--- src/hdl/ovn_pkg.sv ---
// Shared types and constants for the octave value noise block.
package ovn_pkg;

  localparam int COORD_W    = 6;
  localparam int SEED_W     = 16;
  localparam int NOISE_W    = 16;
  localparam int OCT_W      = 3;
  localparam int BIAS_W     = 16;
  localparam int SCALE_W    = 40;
  localparam int WSUM_W     = 43;
  localparam int ACC_W      = 60;
  localparam int REM_W      = WSUM_W + 1;
  localparam int DIV_CNT_W  = 4;
  localparam int IN_TDATA_W = 32;
  localparam int CFG_IDX_W  = 2;
  localparam int CFG_DATA_W = 16;

  localparam logic [16:0]        WEIGHT_ONE = 17'h10000;
  localparam logic [SCALE_W-1:0] SCALE_ONE  = 40'h00_0001_0000;

  localparam logic [CFG_IDX_W-1:0] CFG_OCTAVE_COUNT = 2'd0;
  localparam logic [CFG_IDX_W-1:0] CFG_INVERSE_BIAS = 2'd1;

  localparam logic [OCT_W-1:0]  OCTAVE_COUNT_RST = 3'd5;
  localparam logic [BIAS_W-1:0] INVERSE_BIAS_RST = 16'd2048;

  localparam logic [1:0] CORNER_X1Y1 = 2'b00;
  localparam logic [1:0] CORNER_X2Y1 = 2'b01;
  localparam logic [1:0] CORNER_X1Y2 = 2'b10;
  localparam logic [1:0] CORNER_X2Y2 = 2'b11;

  typedef enum logic [3:0] {
    ST_IDLE,
    ST_RD00,
    ST_RD10,
    ST_RD01,
    ST_RD11,
    ST_BOT1,
    ST_COL1,
    ST_ACC,
    ST_DIV_INIT,
    ST_DIV_STEP,
    ST_DONE
  } ctl_state_t;

  typedef enum logic [3:0] {
    OP_NOP,
    OP_WRITE,
    OP_LOAD,
    OP_TOP0,
    OP_TOP1,
    OP_BOT0,
    OP_BOT1_COL0,
    OP_COL1,
    OP_ACC,
    OP_DIV_INIT,
    OP_DIV_STEP,
    OP_OUT
  } dp_op_t;

  typedef struct packed {
    dp_op_t     op;
    logic [1:0] corner;
  } ovn_cmd_t;

  typedef struct packed {
    logic last_oct;
    logic div_last;
  } ovn_sts_t;

endpackage

--- src/hdl/ovn_ctrl.sv ---
// Controller: sequences memory reads, octave accumulation, division and result hand-off.
module ovn_ctrl (
  input  logic              clk,
  input  logic              rst_n,
  input  logic              in_tvalid,
  input  logic              in_operation,
  output logic              in_tready,
  output logic              out_tvalid,
  input  logic              out_tready,
  input  ovn_pkg::ovn_sts_t sts,
  output ovn_pkg::ovn_cmd_t cmd
);

  ovn_pkg::ctl_state_t state_r, state_nxt;
  logic out_valid_r, out_valid_nxt;
  logic out_free;

  assign out_free = !out_valid_r || out_tready;

  always_comb begin
    state_nxt = state_r;
    case (state_r)
      ovn_pkg::ST_IDLE: begin
        if (in_tvalid && in_operation) begin
          state_nxt = ovn_pkg::ST_RD00;
        end
      end
      ovn_pkg::ST_RD00:     state_nxt = ovn_pkg::ST_RD10;
      ovn_pkg::ST_RD10:     state_nxt = ovn_pkg::ST_RD01;
      ovn_pkg::ST_RD01:     state_nxt = ovn_pkg::ST_RD11;
      ovn_pkg::ST_RD11:     state_nxt = ovn_pkg::ST_BOT1;
      ovn_pkg::ST_BOT1:     state_nxt = ovn_pkg::ST_COL1;
      ovn_pkg::ST_COL1:     state_nxt = ovn_pkg::ST_ACC;
      ovn_pkg::ST_ACC: begin
        state_nxt = sts.last_oct ? ovn_pkg::ST_DIV_INIT : ovn_pkg::ST_RD00;
      end
      ovn_pkg::ST_DIV_INIT: state_nxt = ovn_pkg::ST_DIV_STEP;
      ovn_pkg::ST_DIV_STEP: begin
        if (sts.div_last) begin
          state_nxt = ovn_pkg::ST_DONE;
        end
      end
      ovn_pkg::ST_DONE: begin
        if (out_free) begin
          state_nxt = ovn_pkg::ST_IDLE;
        end
      end
      default: state_nxt = ovn_pkg::ST_IDLE;
    endcase
  end

  always_comb begin
    in_tready  = 1'b0;
    cmd.op     = ovn_pkg::OP_NOP;
    cmd.corner = ovn_pkg::CORNER_X1Y1;
    case (state_r)
      ovn_pkg::ST_IDLE: begin
        in_tready = 1'b1;
        if (in_tvalid) begin
          cmd.op = in_operation ? ovn_pkg::OP_LOAD : ovn_pkg::OP_WRITE;
        end
      end
      ovn_pkg::ST_RD00: cmd.corner = ovn_pkg::CORNER_X1Y1;
      ovn_pkg::ST_RD10: begin
        cmd.corner = ovn_pkg::CORNER_X2Y1;
        cmd.op     = ovn_pkg::OP_TOP0;
      end
      ovn_pkg::ST_RD01: begin
        cmd.corner = ovn_pkg::CORNER_X1Y2;
        cmd.op     = ovn_pkg::OP_TOP1;
      end
      ovn_pkg::ST_RD11: begin
        cmd.corner = ovn_pkg::CORNER_X2Y2;
        cmd.op     = ovn_pkg::OP_BOT0;
      end
      ovn_pkg::ST_BOT1:     cmd.op = ovn_pkg::OP_BOT1_COL0;
      ovn_pkg::ST_COL1:     cmd.op = ovn_pkg::OP_COL1;
      ovn_pkg::ST_ACC:      cmd.op = ovn_pkg::OP_ACC;
      ovn_pkg::ST_DIV_INIT: cmd.op = ovn_pkg::OP_DIV_INIT;
      ovn_pkg::ST_DIV_STEP: cmd.op = ovn_pkg::OP_DIV_STEP;
      ovn_pkg::ST_DONE: begin
        if (out_free) begin
          cmd.op = ovn_pkg::OP_OUT;
        end
      end
      default: ;
    endcase
  end

  always_comb begin
    if (cmd.op == ovn_pkg::OP_OUT) begin
      out_valid_nxt = 1'b1;
    end else if (out_tready) begin
      out_valid_nxt = 1'b0;
    end else begin
      out_valid_nxt = out_valid_r;
    end
  end

  always_ff @(posedge clk) begin
    if (!rst_n) begin
      state_r     <= ovn_pkg::ST_IDLE;
      out_valid_r <= 1'b0;
    end else begin
      state_r     <= state_nxt;
      out_valid_r <= out_valid_nxt;
    end
  end

  assign out_tvalid = out_valid_r;

  a_result_shown: assert property (@(posedge clk) disable iff (!rst_n)
    state_r == ovn_pkg::ST_DONE && out_free |=> out_valid_r)
    else $error("finished result not presented");

  a_write_stays_idle: assert property (@(posedge clk) disable iff (!rst_n)
    state_r == ovn_pkg::ST_IDLE && in_tvalid && !in_operation |=> state_r == ovn_pkg::ST_IDLE)
    else $error("seed write started a query");

endmodule

--- config.mk ---
export PLATFORM = sky130hd
export DESIGN_NAME = ovn_ctrl
export DESIGN_NICKNAME = d
export VERILOG_FILES = /design/src/hdl/ovn_pkg.sv /design/src/hdl/ovn_ctrl.sv
export SDC_FILE = /design/constraint.sdc
export NUM_CORES = 1
export LEC_CHECK = 0
export BUFFER_PORTS_ARGS = -buffer_cell sky130_fd_sc_hd__buf_2
export CAP_MARGIN = 20
export CORE_AREA = 2 2 39 41
export DETAILED_ROUTE_END_ITERATION = 7
export DIE_AREA = 0 0 41 43
export PLACE_DENSITY_LB_ADDON = 0.08
export SLEW_MARGIN = 5
export SYNTH_ARGS = -nofsm -noshare
export SYNTH_HDL_FRONTEND = slang
export SYNTH_SLANG_ARGS = --single-unit
--- constraint.sdc ---
create_clock -name clk -period 1.1 [get_ports clk]
set_input_delay 0 -clock clk [delete_from_list [all_inputs] [get_ports clk]]
set_output_delay 0 -clock clk [all_outputs]
set_load 0.005 [all_outputs]
# After elaboration in Yosys (flattened, before gate mapping)
# Cells that the tools add are included.
[classes]
mux = 13
n_eq_ne = 14
reduce_logical = 6
[ops]
columns = ["operator", "count"]
rows = [
  ["one-hot mux 4 bit (11 select lines)", 1],
  ["one-hot mux 4 bit (10 select lines)", 1],
  ["two-way mux 4 bit", 5],
  ["== test 4 x 3 -> 1 bit, second input constant", 4],
  ["== test 4 bit, second input constant", 4],
  ["== test 4 x 2 -> 1 bit, second input constant", 2],
  ["inequality test 2 bit, second input constant", 3],
  ["one-hot mux 2 bit (3 select lines)", 1],
  ["== test 4 x 1 -> 1 bit, second input constant", 1],
  ["logical NOT 4 bit", 1],
  ["two-way mux 2 bit", 2],
  ["two-way mux 1 bit", 3],
  ["AND reduction 3 bit", 1],
  ["nonzero test 2 bit", 1],
  ["logical AND 1 bit", 1],
  ["logical NOT 1 bit", 1],
  ["logical OR 1 bit", 1],
]
[word_totals]
input_bits = 7
regBits = 5
output_inout_bits = 8

# Logic depth before layout (Yosys ltp)
# Gate-level depths: netlist of the first run.
[logic_depth]
word_depth = 6
depth_mapped = 5
ltp_nobuf = 4

# Least setup slack after synthesis of the first run
# No wires, ideal clock.
[synth_path]
path_type = "flip-flop to flip-flop"
startpoint = "register state_r[1]"
endpoint = "register state_r[0]"
arrival_ns = 1.051
t_required_ns = 0.983
n_path_buf = 1
path_stages_with_launch = 5
path_slack_ns = -0.068
path_cell_list = "dfxtp_1 buf_6 nor4_2 a21oi_1 a32o_1"
[synth_between]
elab_chain_cells = 3
word_cells_on_any_way = 16
classes_between = "eq/ne: 13; mux: 1; reduce/logical: 2"
[synth_rtl]
columns = ["element", "line_no", "source"]
rows = [
  ["start: declaration", "ovn_ctrl.sv:14", "ovn_pkg::ctl_state_t state_r, state_nxt;"],
  ["start signal: assignment", "ovn_ctrl.sv:102", "state_r <= ovn_pkg::ST_IDLE;"],
  ["start signal: assignment", "ovn_ctrl.sv:105", "state_r <= state_nxt;"],
  ["== test 4 bit or logical NOT 4 bit (tied branches)", "ovn_ctrl.sv:22", "case (state_r)"],
  ["inequality test 2 bit (no line)", "n/a", ""],
  ["AND reduction 3 bit (no line)", "n/a", ""],
]
# Several ways; a longest one is shown, not always the timed one.
# A chain may end at the register's enable or synchronous reset.

==> results.yml, run 1 <==
pwr:
  power_frac_comb_pct: 32.6
  swShare_pct: 27.79
  p_seq_share_pct: 32.1
  internal_power_uw: 431.0
  peakVddDrop_v: 0.0007749
  leakagePower_uw: 0.0004162
  power_frac_clock_pct: 35.3
  switchingPower_uw: 165.9
  power_density_nw_per_um2: 680.5
outcome:
  violations: "negative setup slack"
  status: "complete, but fails checks"
die:
  rows: 14
  start_util_pct: 30.29
  io_pins: 15
  dieArea_um2: 1763
  die_y_um: 43
  coreArea_um2: 1384
  die_w_um: 41
yosys:
  synth_top_area_share_pct: 23.88
  async_flop_share_pct: 0
  synth_cell_type_count: 29
  synth_edf_count: 0
  yosysTopAreaCell: "dfxtp_1"
  synth_area_um2: 419.2
  ys.flop_type: "dfxtp_1"
  synth-seq-area-share_pct: 23.88
  ys_seq_elements: 5
  synthTopCellsByArea: "dfxtp_1, nor4_2, o21ai_1"
  syn_area_per_cell_um2: 7.909
  yosysWarningCount: 0
  synth_nets: 60
  synthCells: 53
global_route:
  grt_overflow: 0
  grtUsageTotal_pct: 20.30
  grt_max_degree: 10
  grt_pass1_wl_um: 2359
  grt_pass1_vias: 529
  antenna_found_initial: 0
routing:
  drc: 0
  firstDrtPassIters: 2
  drtAntennaViolNets: 0
  routedWlPerCell_um: 14.07
  drt_iter0_markers: 2
  drt_wl_total_um: 1548
  viasPerCell: 5.145
  vias: 566
cts:
  cts_sinks: 5
  cts_inserted_buffers: 3
  cts-htree-levels: 1
  path_clk_slew_ns: 0.05
  cts_hold_buffers: 0
  clockBufferDepth: 2
  tritoncts: "built"
  clock_latency_ns: 0.24
  cts-root-buf: "clkbuf_4"
worst_setup_path:
  worstSetupEndpointType: "primary output"
  cp_max_fo: 6
  required_ns: 1.10
  crit_type: "register to primary output"
  cp.arrival_ns: 1.29
  crit_path_start_kind: "register"
cells_and_area:
  nets: 102
  diodes: 0
  synthToLayoutAreaGrowth_pct: 109.3
  drive_above_1_share_pct: 72.34
  layout_commonest_cell: "buf_4"
  final_cell_mix: "buf_4, buf_2, buf_6"
sta:
  rsz0062_at_grt: "true"
  period_needed_ns: 1.289
  worst_slack_ns: -0.1893
  skew_ns: 0.006011
  finalMaxSlewViolations: 0
  holdWs_ns: 0.03959
  tightest_slew_ns: 0.2398
  max-slew-margin-rel_pct: 83.89
  clock.fmax_mhz: 775.6
  final_hold_viol_count: 0
  setup_viol: 11
  min_period_over_period_pct: 117.2
placement:
  gp_congestion: 0.7169
  post-place-ws_ns: -0.1547
  port-buffer-count: 14
  dp_hpwl_um: 931
hold_path:
  hold_path_class: "input port to register"
job:
  cap_violations: 0
synth_stat cells, types with 3 or more instances:
cell and instances:
dfxtp_1 5, o21ai_1 4, nand2_1 4, nand2b_1 3
nor2b_1 3, a21oi_1 3, nor3_1 3
state kept, by name, summed over array words and instances, names as in the netlist:
name / count
state_r: 4
out_tvalid: 1
timing repair:
item | in CTS | in global routing
buffers inserted | 6 | 2
endpoints found under the setup margin | 12 | 11
resized for setup | 33 | 5
pin swaps | 10 | 4
final timing paths:
check | start | endpoint | slack (ns) | cells past startpoint
worst min register to register | out_tvalid | out_tvalid | 0.67 | 2
worst min-delay path | rst_n | out_tvalid | 0.04 | 2
worst max-delay path | state_r[1] | cmd[4] | -0.19 | 4
worst max register to register | state_r[1] | state_r[0] | -0.09 | 5
worst max-delay path, cell delays in order, from the launching register on:
cell and delay, ns:
dfxtp_4 0.39, inv_2 0.04, or3_4 0.34, a21oi_4 0.14, buf_2 0.13
area by class of cell:
cell class                 count  area (um2)
timing repair buffer          41       325.3
sequential                     5       116.4
inverter                       2       7.507
tap                           16       20.02
clock buffer                   4       26.28
fill                         126       506.7
multi-input combinational     42       381.6
stage by stage:
stage / TNS [ns] / power [uW] / cells / utilization (%) / instance area [um2]
4_1_cts: -1.314 / 600.5 / 108 / 60.76 / 840.8
6_report: -1.305 / 596.9 / 110 / 63.38 / 877.1
3_5_place_dp: -0.7785 / 340.9 / 98 / 45.57 / 630.6
5_1_grt: -1.909 / 636.9 / 110 / 63.38 / 877.1
2_1_floorplan: 0 / 273.6 / 53 / - / 429.2
3_3_place_gp: -0.7735 / 341.6 / 98 / 45.57 / 630.6
routing by layer:
layer	part of all wire, %	vias up	GRT usage [%]
met4	0.78	0	6.000
li1	-	282	-
met3	3.4	2	6.283
met1	46	269	25.81
met2	50	13	31.56
met5	0	-	0
logic make-up (layout without fill, tap and decap cells):
kind of cell / Yosys count / in the layout / share of synthesized area [%]
buffers and inverters: 6 / 47 / 9.252
AO/OA/AOI/OAI: 20 / 20 / 33.44
AND/OR/NAND/NOR: 20 / 20 / 29.25
XOR/XNOR: 2 / 2 / 4.180
flip-flops: 5 / 5 / 23.88
power groups by stage:
stage / sequential, uW / clock, uW / combinational [uW]
6_report: 192 / 211 / 195
3_5_place_dp: 204 / 0 / 137
5_1_grt: 192 / 236 / 210
4_1_cts: 191 / 219 / 190
3_3_place_gp: 205 / 0 / 137
2_1_floorplan: 198 / 0 / 75.5
Note: power is estimated with default switching activity, not from simulation.
==> inputs of run 2 (changes only) <==
- REMOVE_ABC_BUFFERS: not set -> 1
==> run 2 against run 1 <==
  * The run still ends with negative setup slack left
  * Clock skew about the same
  * First-iteration DRC count rose to 2.5 times the previous value
  * Sequential cell count unchanged
  * Total power shrank 4.7%
==> results.yml, run 2 (same netlist as run 1, synthesis figures left out) <==
outcome:
  status: "complete, but fails checks"
  violations: "negative setup slack"
global_route:
  grt_overflow: 0
  grt_max_degree: 9
  grtUsageTotal_pct: 15.66
  grt_pass1_wl_um: 1959
  antenna_found_initial: 0
  grt_pass1_vias: 488
hold_path:
  hold_path_depth: 2
  hold_path_class: "input port to register"
  min_from: "rst_n"
  whs_endpoint: "state_r[3]"
cells_and_area:
  nets: 98
  final_cell_mix: "buf_4, buf_2, buf_6, dfxtp_4"
  layout_commonest_cell: "buf_4"
  drive_above_1_share_pct: 72.22
  synthToLayoutAreaGrowth_pct: 89.55
  fin_area_um2: 794.5
  largest-register: "state_r"
  largest_reg_flops: 4
  diodes: 0
cts:
  cts-root-buf: "clkbuf_4"
  path_clk_slew_ns: 0.05
  cts_inserted_buffers: 3
  tritoncts: "built"
  cts-htree-levels: 1
  clockBufferDepth: 2
  cts_hold_buffers: 0
  cts_sinks: 5
  clock_latency_ns: 0.24
placement:
  port-buffer-count: 14
  dp_hpwl_um: 916.9
  gp_congestion: 0.7751
  placed_area_um2: 620.6
sta:
  tightest_slew_ns: 0.2731
  skew_ns: 0.005850
  clock.fmax_mhz: 774.4
  period_needed_ns: 1.291
  final_hold_viol_count: 0
  worst_slack_ns: -0.1914
  tns_ns: -1.327
  setup_viol: 11
  finalMaxSlewViolations: 0
  rsz0062_at_grt: "true"
  max-slew-margin-rel_pct: 81.65
  min_period_over_period_pct: 117.4
routing:
  drt_iter0_markers: 5
  vias: 515
  firstDrtPassIters: 2
  drtAntennaViolNets: 0
  drt_wl_total_um: 1273
  viasPerCell: 4.858
  drc: 0
  routedWlPerCell_um: 12.01
worst_setup_path:
  cp_max_fo: 8
  rr_startpoint: "state_r[1]"
  r2r_cells: 6
  r2r_slack_ns: -0.11
  cp.arrival_ns: 1.29
  reg2reg_to: "state_r[3]"
  crit_type: "register to primary output"
  worstSetupEndpointType: "primary output"
  required_ns: 1.10
  crit_path_start_kind: "register"
job:
  cap_violations: 0
die:
  die_y_um: 43
  rows: 14
  dieArea_um2: 1763
  io_pins: 15
  coreArea_um2: 1384
  die_w_um: 41
  start_util_pct: 30.29
pwr:
  total_power_uw: 568.8
  power_density_nw_per_um2: 715.9
  leakagePower_uw: 0.0003711
  peakVddDrop_v: 0.0004796
-- run 2: area by class of cell --
class / instances / area [um2]
Tap cell: 16 / 20.02
Sequential cell: 5 / 116.4
Timing Repair Buffer: 37 / 257.7
Multi-Input combinational cell: 42 / 365.4
Clock inverter: 1 / 5.005
Inverter: 2 / 7.507
Fill cell: 130 / 589.3
Clock buffer: 3 / 22.52
-- run 2: worst max-delay path by stage --
stage,from,endpoint,slack (ns),depth (start not counted)
floorplan,state_r[0],state_r[2],-0.20,4
global placement,state_r[3],state_r[0],-0.18,4
detailed placement,state_r[3],state_r[0],-0.14,4
CTS,state_r[1],cmd[4],-0.19,4
global route,state_r[2],cmd[3],-0.27,5
finish,state_r[2],cmd[4],-0.19,3
-- run 2: critical path, stage by stage, from the launching register on --
cell and delay (ns):
dfxtp_4 0.38, or3_4 0.40, a21oi_2 0.14, buf_2 0.13
-- run 2: power breakdown --
group	switching, uW	internal, uW	total [uW]
Sequential	10.5	182	192
Combinational	72.8	96.4	169
Clock	75.7	131	207
Total	159	410	569
-- run 2: layer usage --
metal	up-vias	share of wire, %	track usage [%]
met5	-	0	0
met2	12	47	22.19
met4	0	0	2.000
met3	0	3.7	6.283
li1	271	-	-
met1	232	49	22.51
-- run 2: what timing repair did --
item,4_1_cts,5_1_grt
setup endpoints to repair,11,12
pin swaps,4,5
gates cloned,0,0
setup buffers,2,2
resized for setup,15,14
-- run 2: stage by stage --
stage	util, %	std cells	hold slack [ns]	setup WS, ns
after floorplan	-	49	0.1177	-0.2024
after global placement	44.85	98	0.2944	-0.1823
after detailed placement	44.85	98	0.2955	-0.1436
after CTS	51.54	104	0.02793	-0.1930
after global routing	57.41	106	0.02763	-0.2712
final	57.41	106	0.03374	-0.1914
